### src/hw/rtl/mxd_pkg.sv
package mxd_pkg;

    typedef struct packed {
        logic [7:0] code_byte;
        logic [7:0] block_scale;
    } mxd_in_t;

    typedef struct packed {
        logic [15:0] bf16_bits;
        logic        domain_error;
    } mxd_out_t;

    localparam logic [7:0] ScaleInvalid = 8'd255;
    localparam logic [6:0] CodeNan      = 7'h7f;

endpackage

### src/hw/rtl/mxd_convert.sv
// Combinational conversion of one E4M3 element and its E8M0 scale to bfloat16.
module mxd_convert
    import mxd_pkg::*;
(
    input  mxd_in_t  din,
    output mxd_out_t dout
);

    logic        sgn;
    logic [3:0]  ex4;
    logic [2:0]  man3;
    logic [3:0]  sig;
    logic [1:0]  top;
    logic signed [10:0] unb;
    logic [31:0] f32;
    logic [31:0] rnd;
    logic [4:0]  shamt;
    logic        err;

    always_comb
    begin
        sgn  = din.code_byte[7];
        ex4  = din.code_byte[6:3];
        man3 = din.code_byte[2:0];
        err  = (din.code_byte[6:0] == CodeNan) || (din.block_scale == ScaleInvalid);
        if (ex4 != 4'd0)
        begin
            sig = {1'b1, man3};
            top = 2'd3;
        end
        else
        begin
            sig = {1'b0, man3};
            top = man3[2] ? 2'd2 : (man3[1] ? 2'd1 : 2'd0);
        end
        // Unbiased exponent of the leading one: top + pw.
        if (ex4 != 4'd0)
            unb = $signed({7'd0, ex4}) - 11'sd10 + $signed({3'd0, din.block_scale})
                  - 11'sd127 + $signed({9'd0, top});
        else
            unb = -11'sd9 + $signed({3'd0, din.block_scale}) - 11'sd127
                  + $signed({9'd0, top});
        shamt = 5'd0;
        f32 = {sgn, 31'd0};
        if (sig != 4'd0)
        begin
            if (unb > 11'sd127)
                err = 1'b1;
            else if (unb >= -11'sd126)
            begin
                shamt = 5'(5'd23 - {3'd0, top});
                f32 = {sgn, 8'(unb + 11'sd127), 23'((32'(sig) << shamt))};
            end
            else
            begin
                // Float32 subnormal: shift is unb - top + 149.
                shamt = 5'(unb - $signed({9'd0, top}) + 11'sd149);
                f32 = {sgn, 31'(32'(sig) << shamt)};
            end
        end
        rnd = (f32 + 32'h7fff + {31'd0, f32[16]}) & 32'hffff0000;
        if (rnd[30:23] == 8'hff)
            err = 1'b1;
        dout.domain_error = err;
        dout.bf16_bits    = err ? 16'd0 : rnd[31:16];
    end

endmodule

### src/hw/rtl/mx_e4m3_to_bf16_decode.sv
// An accepted input word is converted and its result sits in the output register in the next cycle.
// Throughput: one word per cycle; the output register holds a result while the
// sink stalls, and a new word is taken whenever that register is empty or drains.
// Reset: rst_n is asynchronous and active low; it empties the output register.
// The conversion itself holds no state.
module mx_e4m3_to_bf16_decode
    import mxd_pkg::*;
(
    input  logic     clk,
    input  logic     rst_n,
    input  logic     in_valid,
    output logic     in_ready,
    input  mxd_in_t  in_data,
    output logic     out_valid,
    input  logic     out_ready,
    output mxd_out_t out_data
);

    mxd_out_t conv;
    mxd_out_t data_reg;
    logic     valid_reg;

    // The whole conversion fits between the input port and the result register.
    mxd_convert u_convert (
        .din  (in_data),
        .dout (conv)
    );

    // Accept whenever the result register is empty or is being read this cycle.
    assign in_ready  = !valid_reg || out_ready;
    assign out_valid = valid_reg;
    assign out_data  = data_reg;

    always_ff @(posedge clk or negedge rst_n)
    begin
        if (!rst_n)
            valid_reg <= 1'b0;
        else if (in_ready)
            valid_reg <= in_valid;
    end

    always_ff @(posedge clk)
    begin
        if (in_valid && in_ready)
            data_reg <= conv;
    end

    // An error result always carries a zero pattern.
    assert property (@(posedge clk) disable iff (!rst_n)
        valid_reg && data_reg.domain_error |-> data_reg.bf16_bits == 16'd0)
        else $error("error result with non-zero pattern");

    // A stalled result stays put.
    assert property (@(posedge clk) disable iff (!rst_n)
        valid_reg && !out_ready |=> valid_reg && $stable(data_reg))
        else $error("stalled result changed");

    // An accepted word always appears in the result register next cycle.
    assert property (@(posedge clk) disable iff (!rst_n)
        in_valid && in_ready |=> valid_reg)
        else $error("accepted word lost");

endmodule

### config.mk
export PLATFORM = sky130hd
export DESIGN_NAME = mx_e4m3_to_bf16_decode
export DESIGN_NICKNAME = d
export VERILOG_FILES = /design/src/hw/rtl/mxd_pkg.sv /design/src/hw/rtl/mxd_convert.sv /design/src/hw/rtl/mx_e4m3_to_bf16_decode.sv
export SDC_FILE = /design/constraint.sdc
export NUM_CORES = 1
export LEC_CHECK = 0
export BUFFER_PORTS_ARGS = -buffer_cell sky130_fd_sc_hd__buf_2
export CAP_MARGIN = 20
export CORE_AREA = 5 5 108 110
export DETAILED_ROUTE_END_ITERATION = 10
export DIE_AREA = 0 0 113 115
export MAX_ROUTING_LAYER = met4
export PLACE_DENSITY = 0.52
export SETUP_SLACK_MARGIN = 0.05
export SLEW_MARGIN = 40
export SYNTH_ARGS = -nofsm -noshare
export SYNTH_HDL_FRONTEND = slang
export SYNTH_SLANG_ARGS = --single-unit
### constraint.sdc
create_clock -name clk -period 1.3 [get_ports clk]
set_input_delay 0.26 -clock clk [delete_from_list [all_inputs] [get_ports clk]]
set_output_delay 0.26 -clock clk [all_outputs]
set_load 0.02 [all_outputs]
# [Word level (Yosys, flattened, before mapping)]
# Index checks and enable logic that the tools add are counted.
[word_totals] reg_bits=18 latch_bits=0 ramBits=0 romBits=0 in_bits=20 out_inout_bits=19 wordCells=40 memories=0
[op_classes] add_sub_neg=13 n_mul=0 div=0 n_lt_le_gt_ge=2 eq_ne=3 shift=2 muxes=11 bitwise_logic=0 n_reduce_logical=6
[ops] op="31-bit 2-to-1 mux" n=3
[ops] op="32-bit by 1-bit adder with 32-bit output" n=1
[ops] op="32-bit by 15-bit adder with 32-bit output (second input constant)" n=1
[ops] op="4-bit by 5-bit << shifter with 31-bit output" n=1
[ops] op="4-bit by 5-bit << shifter with 23-bit output" n=1
[ops] op="11-bit by 3-bit adder with 11-bit output" n=2
[ops] op="11-bit by 8-bit subtractor with 11-bit output (second input constant)" n=2
[ops] op="8-bit == test (second input constant)" n=2
[ops] op="11-bit by 9-bit adder with 11-bit output" n=1
[ops] op="11-bit by 8-bit >= comparator with 1-bit output (second input constant)" n=1
[ops] op="11-bit by 8-bit > comparator with 1-bit output (second input constant)" n=1
[ops] op="11-bit 2-to-1 mux" n=1
[ops] op="5-bit by 9-bit adder with 10-bit output (first input constant)" n=1
[ops] op="8-bit adder (second input constant)" n=1
[ops] op="4-bit nonzero test" n=2
[ops] op="7-bit == test (second input constant)" n=1
[ops] op="5-bit adder (second input constant)" n=1
[ops] op="4-bit by 4-bit subtractor with 5-bit output (second input constant)" n=1
[ops] op="5-bit by 2-bit subtractor with 5-bit output (first input constant)" n=1
[ops] op="5-bit by 3-bit subtractor with 5-bit output" n=1
[ops] op="1-bit 2-to-1 mux" n=4
[ops] op="2-bit 2-to-1 mux" n=2
[ops] op="4-bit 2-to-1 mux" n=1
[ops] op="1-bit logical OR" n=2
[ops] op="2 further kinds" n=2

# [Depth between registers and ports, before layout]
# Gate-level depths: netlist (run 1).
[depth] ltp_word=15 mapped_depth=24 depth_no_buf=22

# [Modules after synthesis]
# From an unflattened synthesis (run 1), not the netlist that was laid out.
[hier_totals] cells_unflattened=334 area_unflattened_um2=2793.9
[by_module_without_submodules] mod="mxd_convert" instances=1 cells_per_inst=313 area_per_inst_um2=2229.6 seq_area_each_um2=0.0
[by_module_without_submodules] mod="mx_e4m3_to_bf16_decode" instances=1 cells_per_inst=21 area_per_inst_um2=564.3 seq_area_each_um2=535.5

# [Least setup slack after synthesis (run 1)]
# OpenSTA, ideal clock, no wires.
[synth_timing] path_kind="input port to flip-flop" from="input in_data[11] (netlist name)" to="register data_reg (netlist bit out_data[12]) (data pin)" setup_ns=0.280 arrival_ns=5.507 required_time_ns=1.020 slack_ns=-4.487 stages=21 path_buffers=5 path_cell_list="or4_1 clkbuf_1 clkbuf_1 clkbuf_1 nor2_1 fa_1 fa_1 mux2i_1 inv_1 ha_1 inv_1 ha_1 fa_1 buf_2 or4_1 o211ai_2 o211a_1 a211oi_2 nor4_4 buf_4 nor4_1"
[synth_via] elab_chain_len=15 elab_cells_between_ends=29 classes_between="11 x add/sub; 2 x order compare; 2 x eq/ne; 2 x shift; 9 x mux; 3 x reduce/logical"
[synth_rtl] element="from (decl)" line="mx_e4m3_to_bf16_decode.sv:13" rtl="input mxd_in_t in_data,"
[synth_rtl] element="4-bit by 4-bit subtractor with 5-bit output" line="mxd_convert.sv:38" rtl="unb = $signed({7'd0, ex4}) - 11'sd10 + $signed({3'd0, din.block_scale})"
[synth_rtl] element="11-bit by 9-bit adder with 11-bit output" line="mxd_convert.sv:38"
[synth_rtl] element="11-bit by 8-bit subtractor with 11-bit output" line="mxd_convert.sv:39" rtl="- 11'sd127 + $signed({9'd0, top});"
[synth_rtl] element="11-bit by 3-bit adder with 11-bit output" line="mxd_convert.sv:39"
[synth_rtl] element="11-bit 2-to-1 mux" line="mxd_convert.sv:37" rtl="if (ex4 != 4'd0)"
[synth_rtl] element="5-bit by 3-bit subtractor with 5-bit output" line="mxd_convert.sv:57" rtl="shamt = 5'(unb - $signed({9'd0, top}) + 11'sd149);"
[synth_rtl] element="5-bit adder" line="mxd_convert.sv:57"
[synth_rtl] element="4-bit by 5-bit << shifter with 31-bit output" line="mxd_convert.sv:58" rtl="f32 = {sgn, 31'(32'(sig) << shamt)};"
[synth_rtl] element="31-bit 2-to-1 mux" line="mxd_convert.sv:49" rtl="else if (unb >= -11'sd126)"
[synth_rtl] element="31-bit 2-to-1 mux" line="mxd_convert.sv:47" rtl="if (unb > 11'sd127)"
[synth_rtl] element="31-bit 2-to-1 mux" line="mxd_convert.sv:45" rtl="if (sig != 4'd0)"
[synth_rtl] element="32-bit by 15-bit adder with 32-bit output" line="mxd_convert.sv:61" rtl="rnd = (f32 + 32'h7fff + {31'd0, f32[16]}) & 32'hffff0000;"
[synth_rtl] element="32-bit by 1-bit adder with 32-bit output" line="mxd_convert.sv:61"
[synth_rtl] element="8-bit == test" line="mxd_convert.sv:62" rtl="if (rnd[30:23] == 8'hff)"
[synth_rtl] element="1-bit 2-to-1 mux" line="mxd_convert.sv:62"
[synth_rtl] element="to (signal assigned)" line="mx_e4m3_to_bf16_decode.sv:45" rtl="data_reg <= conv;"
[synth_rtl] element="to (decl)" line="mx_e4m3_to_bf16_decode.sv:20" rtl="mxd_out_t data_reg;"
# Several ways; a longest one is shown, not always the timed one.
# A chain may end at the register's enable or synchronous reset.

# [Final worst setup path (run 1)]
[layout_timing] from="input in_data[11] (netlist name)" to="register data_reg (netlist bit out_data[10]) (data pin)"
# The elaborated chain is that of the path after synthesis.

==> impl_results.md, run 1 <==
- Final HPWL DP: 7.60 mm
- Worst path cell trace: buf_6, or4_4, nor2_4, fa_1, fa_1, mux2i_2, inv_2, ha_4, inv_2, ha_4, fa_2, or4_4, o211ai_2, o211a_1, a211oi_4, nor4_4, buf_6, nor3b_1
- Violated checks: setup timing
- Die X-Extent: 113 µm
- Flop pwr share: 11.7%
- Starting Density: 29.0%
- Design Area, Final: 4790 µm²
- Max_cap viols: 0
- Mapped Area: 3070 µm²
- Hold Vio Cnt, Final: 0
- GP Congestion: 0.851
- Detailed router's first-iteration violation count: 108
- Drc violations: 0
- PwrDens: 1440 nW/µm²
- FF+latch count, synth: 18
- Gr ovfl total: 0
- Setup violators final: 17
- Worst hold slack: 0.230 ns
- Status: finished with violations
- Diode count: 0
- First-pass GRT wire length: 15.5 mm
- Share of cells above drive strength 1: 42.8%
- Total track usage: 14.4%
- Peak fanout along the critical path: 13
- Die area: 13,000 µm²
- Tcrit/Tclk final: 336%
- Setup crit end kind: register
- Synthesis Warnings: 0
- Switching power: 2930 µW
- Worst-margin pin slew: 0.518 ns
- Inst Count DP: 693
- Area leader, netlist: edfxtp_1
- CP Launch Type: input port
- Top Ports: 39
- Avg Cell Area, Syn: 7.69 µm²
- Pins Over Slew Limit: 0
- Die Y: 115 µm
- Place WS: -3.37 ns
- Fin crit period: 4.37 ns
- Comb pwr share: 82.9%
- Critical path class: in -> reg
- Primary FF master, synth: edfxtp_1
- Fmax: 229 MHz
- Largest net degree at the start of global routing: 29
- Switching share of power: 42.7%
- Mapped Cells: 400
- DP Area: 4430 µm²
- Slowest cell delay on critical path: 0.55 ns
- Post-synthesis sequential area ratio: 17.4%
- CTS tree: yes
- CTS Root Cell: clkbuf_8
- Htree depth: 1
- Crit path required time: 1.30 ns
- Routed wire length: 9.08 mm
- Top cell type's share of synthesized area: 16.6%
- Antenna Nets Post-Route: 0
- Post-synth EDFFs: 17
- Nets: 627
- Critical path arrival: 4.37 ns
- FP Rows: 38
- PortBufs: 38
- Final WS setup: -3.07 ns
- Int Pwr: 3940 µW
- Mapped Nets: 454
- Rel. slew slack: 65.1%
- Clock Path Buffers: 2
- Layout Skew: 0.00191 ns
- Min-Delay Path Class: in -> reg
- Vias in the first global route: 3,438
- Delay-heaviest family, CP: adder cells
- WL/cell: 12.8 µm
- Leak: 0.00218 µW
- Clock-pin slew on the worst setup and hold paths: 0.06 ns
- Sink Count: 18
- Reg2reg start: out_valid
- Clock power share: 5.4%
- Syn-to-layout area delta: 55.8%
- Slowest cell on crit path: or4_4
- Later-pin clock latency in the skew report: 0.24 ns
- CTS Buf Count: 3
- First-pass DRT Iterations: 4
- Worst Setup SP: in_data[11]
- Core Area: 10,600 µm²
- CP Buf/Inv Count: 4
- Hold Crit Start: in_valid
- Vias per inst: 4.75
- Final Instance Count excl. Fillers: 712
- Ys async rst share: 5.56%
- Distinct cells, synth: 70
- Vias after detailed routing: 3,379
- Maximum vdd ir drop: 620 µV
- Ranking of synthesized cells by area: edfxtp_1, ha_1, nand2_1
- RSZ-0062 raised after global routing: true
- Initial antenna violation count: 0
Yosys cell counts, types with 3 or more instances:
library cell  number
nor2_1            42
nor3_1            14
nand2b_1           9
clkbuf_1          10
nor4_1             5
a211oi_1           3
mux2i_1           11
buf_2              5
o21ai_0           19
or3_1              4
inv_1             24
fa_1               5
a311oi_1           3
and2_1             5
nand3_1            9
a31oi_1            4
xnor2_1           19
nand4_1            5
edfxtp_1          17
ha_1              29
o21a_1             3
nor2b_1            6
xor2_1             8
o211ai_1           4
or2_2              7
nand2_1           47
nor3b_1            6
o31ai_1            3
a21oi_1           19
worst register-to-register path: stages (launching register included):
cell and delay (ns):
dfrtp_1 0.40, nand2b_4 0.08, and2_4 0.27
power by group through the flow:
stage	combinational [µW]	clock, µW	sequential [µW]
after CTS	5320	386	810
after floorplan	2750	0	948
after global placement	4870	0	819
after global routing	6220	405	819
after detailed placement	4920	0	821
final	5690	371	807
cell usage in the layout, fill, tap and decap left out, types with 3 or more instances in the layout:
cell	n
a311oi_2	3
inv_2	4
buf_2	36
nor4_1	4
xnor2_1	18
buf_6	9
o21ai_0	18
nor2_1	40
nor3b_1	5
o21a_1	3
nor3_2	3
a31oi_1	4
fa_1	4
o211ai_1	4
nand2b_1	7
ha_1	27
mux2i_1	9
nor3_1	11
or3_1	3
or2_2	6
xor2_1	7
nand4_1	5
a21oi_2	4
nor4_4	3
a21oi_1	15
nand3_1	9
inv_1	21
and2_4	3
o31ai_1	3
edfxtp_1	17
nand2_1	45
o21ai_1	3
buf_4	140
nor2b_1	5
clkbuf_8	3
routing by layer:
| layer | GRT usage [%] | vias up | part of all wire, % | routed length [µm] |
|---|---|---|---|---|
| li1 | - | 1789 | - | - |
| met1 | 17.7 | 1533 | 46 | 4160 |
| met2 | 26.7 | 49 | 50 | 4570 |
| met3 | 0.632 | 8 | 3.0 | 274 |
| met4 | 2.56 | 0 | 0.84 | 76 |
| met5 | - | - | 0 | 0 |
path summary, 6_finish.rpt:
| check | endpoint | slack, ns | depth (start not counted) |
|---|---|---|---|
| max in group asynchronous | out_valid | 0.89 | 2 |
| min in group asynchronous | out_valid | 0.32 | 2 |
| setup / recovery | out_data[10] | -3.07 | 18 |
| hold / removal | out_valid | 0.23 | 2 |
| setup reg to reg | out_data[8] | 0.24 | 2 |
| hold reg to reg | out_valid | 0.55 | 2 |
flip-flops by register name, summed over array words and instances, names as in the netlist:
signal     count
out_data      17
out_valid      1
stage by stage:
stage | TNS (ns) | utilization (%) | power, µW
3_3_place_gp | -55.86 | 41.8 | 5680
6_report | -51.56 | 45.2 | 6870
3_5_place_dp | -56.78 | 41.8 | 5750
4_1_cts | -51.72 | 43.8 | 6520
5_1_grt | -54.17 | 45.2 | 7450
2_1_floorplan | -63.71 | - | 3700
repair_timing:
item                                    4_1_cts  5_1_grt
setup buffers                                11        3
pin swaps                                    14       11
gates cloned                                  0        0
endpoints found under the hold margin         1        0
gates resized for setup                      18       23
hold buffers                                  1        0
endpoints found under the setup margin       17       17
cell type report:
type | count | area [µm²]
Tap cell | 140 | 175
Fill cell | 1056 | 5810
Timing Repair Buffer | 187 | 1360
Clock buffer | 4 | 45.0
Multi-Input combinational cell | 338 | 2580
Inverter | 25 | 93.8
Sequential cell | 18 | 536
kinds of logic after synthesis:
logic type / count (synthesis) / share of synthesized area, %
adder cells (fa/ha/maj): 34 / 15.1
buffers and inverters: 44 / 5.98
AND/OR/NAND/NOR: 174 / 29.2
XOR/XNOR: 27 / 7.69
AO/OA/AOI/OAI: 91 / 20.6
multiplexers: 12 / 4.07
flip-flops: 18 / 17.4
No activity file was read; power rests on OpenSTA's default activity.
==> inputs of run 2 (changes only) <==
--- a/config.mk
+++ b/config.mk
@@ -7,9 +7,9 @@
 export LEC_CHECK = 0
 export BUFFER_PORTS_ARGS = -buffer_cell sky130_fd_sc_hd__buf_2
 export CAP_MARGIN = 20
-export CORE_AREA = 5 5 108 110
+export CORE_AREA = 5 5 97 122
 export DETAILED_ROUTE_END_ITERATION = 10
-export DIE_AREA = 0 0 113 115
+export DIE_AREA = 0 0 102 127
 export MAX_ROUTING_LAYER = met4
 export PLACE_DENSITY = 0.52
 export SETUP_SLACK_MARGIN = 0.05
==> impl_results.md, run 2 (synthesized netlist as in run 1, its figures left out) <==
- Routed wire length: 9.42 mm (+3.8%)
- Multi-input logic area: 2600 µm² (+0.83%)
- Diode count: 0 (unchanged)
- Antenna Nets Post-Route: 0 (unchanged)
- Largest net degree at the start of global routing: 29 (unchanged)
- Hold Vio Cnt, Final: 0 (unchanged)
- Worst reg2reg path depth: 2 (unchanged)
- Rel. slew slack: 63.4% (-1.7 points)
- Fmax: 226 MHz (-1.3%)
- CTS Buf Count: 3 (unchanged)
- Syn-to-layout area delta: 60.5%
- Sink Count: 18 (unchanged)
- Worst-margin pin slew: 0.543 ns (+0.0250 ns)
- Min-Delay Path Class: in -> reg
- GP Congestion: 0.884 (+3.9%)
- Hold Crit Start: in_valid
- Detailed router's first-iteration violation count: 94 (-13%)
- Max FFs per register: 17 (unchanged)
- RSZ-0062 raised after global routing: true
- Tcrit/Tclk final: 341% (+4.4 points)
- Critical path class: in -> reg
- Setup crit end kind: register
- Maximum vdd ir drop: 424 µV (-32%)
- FP Rows: 42 (+11%)
- Gr ovfl total: 0 (unchanged)
- Setup violators final: 17 (unchanged)
- Die X-Extent: 102 µm (-9.7%)
- Htree depth: 1 (unchanged)
- Leak: 0.00228 µW (+4.2%)
- CP Launch Type: input port
- Violated checks: setup timing
- Starting Density: 29.4% (+0.40 points)
- Vias in the first global route: 3,642 (+5.9%)
- Inst Count DP: 695 (+0.29%)
- Final Instance Count excl. Fillers: 717 (+0.70%)
- Die area: 13,000 µm² (-0.32%)
- Fin crit period: 4.43 ns (+0.0566 ns)
- Status: finished with violations
- Fill cells: 1,045 (-1.0%)
- Final WS setup: -3.13 ns (-0.0566 ns)
- Hold path endpoint: out_valid
- WL/cell: 13.1 µm (+3.1%)
- Hold path cells: 2 (unchanged)
- Drc violations: 0 (unchanged)
- Nets: 640 (+2.1%)
- Total track usage: 15.3% (+0.85 points)
- Clock Path Buffers: 2 (unchanged)
- Die Y: 127 µm (+10%)
- Vias per inst: 4.85 (+2.3%)
- Later-pin clock latency in the skew report: 0.24 ns (about the same)
- CTS Root Cell: clkbuf_16
- Critical path arrival: 4.42 ns (+0.05 ns)
- Reg2reg start: out_valid
- Most frequent cells in the layout: buf_4, nand2_1, nor2_1, buf_2, ha_1
- FF-to-FF End: out_data[10]
- Crit path required time: 1.29 ns (about the same)
- Max_cap viols: 0 (unchanged)
- Final HPWL DP: 7.92 mm (+4.3%)
- CTS tree: yes
- Top Ports: 39 (unchanged)
- Peak fanout along the critical path: 7 (-6)
- Layout Skew: 0.00333 ns (+0.00142 ns)
- Share of cells above drive strength 1: 44.1% (+1.3 points)
- Place WS: -3.49 ns (-0.112 ns)
- PortBufs: 38 (unchanged)
- PwrDens: 1460 nW/µm² (+1.4%)
- First-pass DRT Iterations: 4 (unchanged)
- Vias after detailed routing: 3,481 (+3.0%)
- Commonest non-fill, non-tap cell in the layout: buf_4
- Core Area: 10,500 µm² (-1.4%)
- Initial antenna violation count: 0 (unchanged)
- First-pass GRT wire length: 16.1 mm (+4.0%)
- FF+latch area: 536 µm² (unchanged)
- R2R setup slack: 0.23 ns (about the same)
- Clock-pin slew on the worst setup and hold paths: 0.05 ns (about the same)
- Pins Over Slew Limit: 0 (unchanged)
[run 2: cell count changes in the layout (fill, tap and decap cells not counted), moves of 2 or more]
| cell | change |
|---|---|
| clkbuf_8 | -3 |
| buf_4 | +13 |
| nor2b_1 | -2 |
| mux2i_4 | +2 |
| nor2b_4 | +2 |
| mux2i_1 | -2 |
| clkbuf_16 | +3 |
[run 2: power breakdown]
group	internal, µW	switching (µW)	total (µW)	leakage [µW]
registers	790	20.0	810	0.000179
logic	2990	2790	5770	0.00206
clock network	415	181	596	0.0000382
[run 2: per-stage QoR]
step | hold WS (ns) | total power (µW) | utilization, % | cell area, µm² | TNS, ns
after floorplan | -0.0356 | 3700 | - | 3200 | -63.71
after global placement | 0.0344 | 5730 | 43.0 | 4500 | -55.68
after detailed placement | 0.0357 | 5820 | 43.0 | 4500 | -57.47
after CTS | 0.236 | 6930 | 46.0 | 4810 | -52.54
after global routing | 0.265 | 7760 | 47.2 | 4930 | -54.72
final | 0.232 | 7180 | 47.2 | 4930 | -52.41
[run 2: how the worst max path moves through the flow]
stage                     start           end  slack, ns  depth (start not counted)
global route        in_data[11]  out_data[10]      -3.26                         18
CTS                 in_data[11]  out_data[12]      -3.14                         18
finish              in_data[11]  out_data[10]      -3.13                         18
global placement    in_data[11]   out_data[0]      -3.31                         18
floorplan           in_data[11]  out_data[12]      -3.88                         21
detailed placement  in_data[11]   out_data[0]      -3.49                         18
[run 2: final cells by class]
cell class	count	area share [%]
clock buffer	4	1.60
inverter	25	1.95
multi-input combinational	338	52.7
sequential	18	10.9
tap	132	3.35
timing repair buffer	200	29.6
[run 2: worst max-delay path, stage by stage]
cell,delay [ns]
buf_6,0.09
or4_4,0.55
nor2_4,0.13
fa_1,0.46
fa_1,0.49
mux2i_2,0.22
inv_2,0.08
ha_4,0.28
inv_4,0.03
ha_4,0.15
fa_2,0.33
or4_4,0.51
o211ai_2,0.09
o211a_1,0.23
a211oi_4,0.09
nor4_4,0.19
buf_6,0.18
nor3b_1,0.06
[run 2: repair_timing]
item                       in CTS  in global routing
setup buffers                  12                  4
setup endpoints to repair      17                 17
pin swaps                      15                  4
hold buffers                    1                  0
hold endpoints to repair        1                  0
gates resized for setup        31                 16
cloned                          0                  1
[run 2: layer usage]
metal	wire, µm	global-route usage, %	vias up
met4	210	4.63	0
met2	5090	29.1	67
met5	0	-	-
met1	3840	16.8	1580
met3	288	0.709	14
li1	-	-	1820
==> inputs of run 3 (changes only) <==
--- a/config.mk
+++ b/config.mk
@@ -8,8 +8,10 @@
 export BUFFER_PORTS_ARGS = -buffer_cell sky130_fd_sc_hd__buf_2
 export CAP_MARGIN = 20
 export CORE_AREA = 5 5 97 122
+export CTS_CLUSTER_DIAMETER = 30
 export DETAILED_ROUTE_END_ITERATION = 10
 export DIE_AREA = 0 0 102 127
+export GPL_TIMING_DRIVEN = 0
 export MAX_ROUTING_LAYER = met4
 export PLACE_DENSITY = 0.52
 export SETUP_SLACK_MARGIN = 0.05
==> impl_results.md, run 3 (synthesized netlist as in run 1, its figures left out) <==
- Status: finished with violations
- Violated checks: setup timing
- CP Buf/Inv Count: 7 (+3)
- Design Area, Final: 4350 µm² (-12%)
- Fin util: 41.6% (-5.6 points)
- Drc violations: 0 (unchanged)
- Share of cells above drive strength 1: 35.4% (-8.7 points)
- Later-pin clock latency in the skew report: 0.24 ns (about the same)
- Nets: 538 (-16%)
- Leak: 0.00182 µW (-20%)
- Clock Path Buffers: 2 (unchanged)
- Final WS setup: -3.65 ns (-0.521 ns)
- Clock power share: 9.2% (+0.9 points)
- Vias after detailed routing: 3,140 (-9.8%)
- Sink Count: 18 (unchanged)
- Rel. slew slack: 32.1% (-31 points)
- Max_cap viols: 0 (unchanged)
- Layout Skew: 0.00301 ns (-0.000319 ns)
- Switching share of power: 45.4% (+3.8 points)
- Total track usage: 14.1% (-1.2 points)
- Multi-input logic area: 2720 µm² (+4.5%)
- Routed wire length: 9.04 mm (-4.1%)
- Int Pwr: 3490 µW (-17%)
- Largest net degree at the start of global routing: 18 (-38%)
- GP Congestion: 0.915 (+3.5%)
- Setup violators final: 17 (unchanged)
- Worst path cell trace: buf_8, or4_4, clkbuf_16, clkbuf_16, clkbuf_16, nor2_4, fa_1, fa_2, mux2i_4, inv_2, ha_4, inv_2, ha_4, fa_2, or4_4, o211ai_4, o211a_1, a211oi_4, nor4_4, buf_6, nor4_4
- FF+latch area: 536 µm² (unchanged)
- Initial antenna violation count: 0 (unchanged)
- Peak fanout along the critical path: 5 (-2)
- Worst-margin pin slew: 1.01 ns (+0.468 ns)
- Detailed router's first-iteration violation count: 107 (+14%)
- First-pass GRT wire length: 14.9 mm (-7.4%)
- Core Area: 10,500 µm² (unchanged)
- Die area: 13,000 µm² (unchanged)
- Delay-heaviest family, CP: adder cells
- Diode count: 0 (unchanged)
- DP Area: 3550 µm² (-21%)
- Clock-pin slew on the worst setup and hold paths: 0.05 ns (about the same)
- Htree depth: 1 (unchanged)
- R2R setup slack: 0.25 ns (+0.02 ns)
- Syn-to-layout area delta: 41.6%
- CTS Root Cell: clkbuf_16
- Tcrit/Tclk final: 381% (+40 points)
- Fmax: 202 MHz (-11%)
- Antenna Nets Post-Route: 0 (unchanged)
- Switching power: 2910 µW (-2.7%)
- Most frequent cells in the layout: nand2_1, buf_4, buf_2, nor2_1, ha_1
- Critical path class: in -> reg
- PortBufs: 37 (-2.6%)
- Hold Vio Cnt, Final: 0 (unchanged)
- Fill cells: 1,078 (+3.2%)
- Pins Over Slew Limit: 0 (unchanged)
- Final HPWL DP: 7.08 mm (-11%)
- Setup crit end kind: register
- Critical path arrival: 4.90 ns (+0.48 ns)
- CP Launch Type: input port
- Die Y: 127 µm (unchanged)
- Gr ovfl total: 0 (unchanged)
- Top cell by count, worst path: clkbuf_16
- Place WS: -4.53 ns (-1.05 ns)
- Min-Delay Path Class: in -> reg
- First-pass DRT Iterations: 4 (unchanged)
- Commonest non-fill, non-tap cell in the layout: nand2_1
- PwrDens: 1470 nW/µm² (+1.0%)
- Comb pwr share: 78.1% (-2.3 points)
- CTS Buf Count: 3 (unchanged)
- RSZ-0062 raised after global routing: true
- Vias in the first global route: 3,185 (-13%)
- Max FFs per register: 17 (unchanged)
- Fin crit period: 4.95 ns (+0.521 ns)
- Flop pwr share: 12.6% (+1.3 points)
- Maximum vdd ir drop: 413 µV (-2.6%)
- Top Ports: 39 (unchanged)
- Starting Density: 29.4% (unchanged)
- Die X-Extent: 102 µm (unchanged)
- FP Rows: 42 (unchanged)
- Slowest cell delay on critical path: 0.55 ns (about the same)
- Crit path required time: 1.25 ns (-0.04 ns)
- WL/cell: 14.7 µm (+12%)
- CTS tree: yes
- Final Instance Count excl. Fillers: 615 (-14%)
- Slowest cell on crit path: or4_4
- Final Power: 6400 µW (-11%)
- Inst Count DP: 569 (-18%)
- Vias per inst: 5.11 (+5.2%)
## run 3: cell types whose count changed in the layout (fill, tap and decap cells not counted), moves of 3 or more
cell / previous run / this run
buf_6: 9 / 5
buf_8: 0 / 5
clkbuf_16: 3 / 6
nor2_1: 41 / 37
buf_4: 153 / 39
nor2_2: 1 / 4
clkbuf_2: 0 / 3
## run 3: cell type report
type	count	area share [%]
tap	132	3.80
inverter	25	2.33
multi-input combinational	338	62.4
clock buffer	4	1.81
timing repair buffer	80	12.6
buffer	18	4.77
sequential	18	12.3
## run 3: stage by stage
step                setup TNS (ns)  hold slack (ns)
floorplan                   -63.71          -0.0356
global placement            -74.24           0.0343
detailed placement          -74.53           0.0376
CTS                         -63.74            0.225
global route                -63.45            0.239
finish                      -60.79            0.225
## run 3: final timing paths
kind,startpoint,to,depth (start not counted)
setup / recovery,in_data[12],out_data[12],21
hold / removal,in_valid,out_valid,2
setup reg to reg,out_valid,out_data[13],2
hold reg to reg,out_valid,out_valid,2
max in group asynchronous,rst_n,out_valid,2
min in group asynchronous,rst_n,out_valid,2
## run 3: power by group through the flow
stage | registers (µW) | logic [µW] | clock network, µW
2_1_floorplan | 948 | 2750 | 0
3_3_place_gp | 820 | 3650 | 0
3_5_place_dp | 820 | 3690 | 0
4_1_cts | 810 | 4220 | 603
5_1_grt | 818 | 5440 | 627
6_report | 809 | 5000 | 590
## run 3: repair_timing
action | in CTS | in global routing
cloned | 1 | 0
hold buffers | 1 | 0
endpoints found under the setup margin | 17 | 17
gates resized for setup | 40 | 46
hold endpoints to repair | 1 | 0
pin swaps | 19 | 24
buffers inserted | 18 | 23
## run 3: metal layers
metal  global-route usage, %  wire (µm)  vias to the layer above
met1                    16.4       3720                     1426
met4                    4.32        204                        0
met2                    25.6       4730                       86
met3                   0.981        377                       16
met5                       -          0                        -
li1                        -          -                     1612
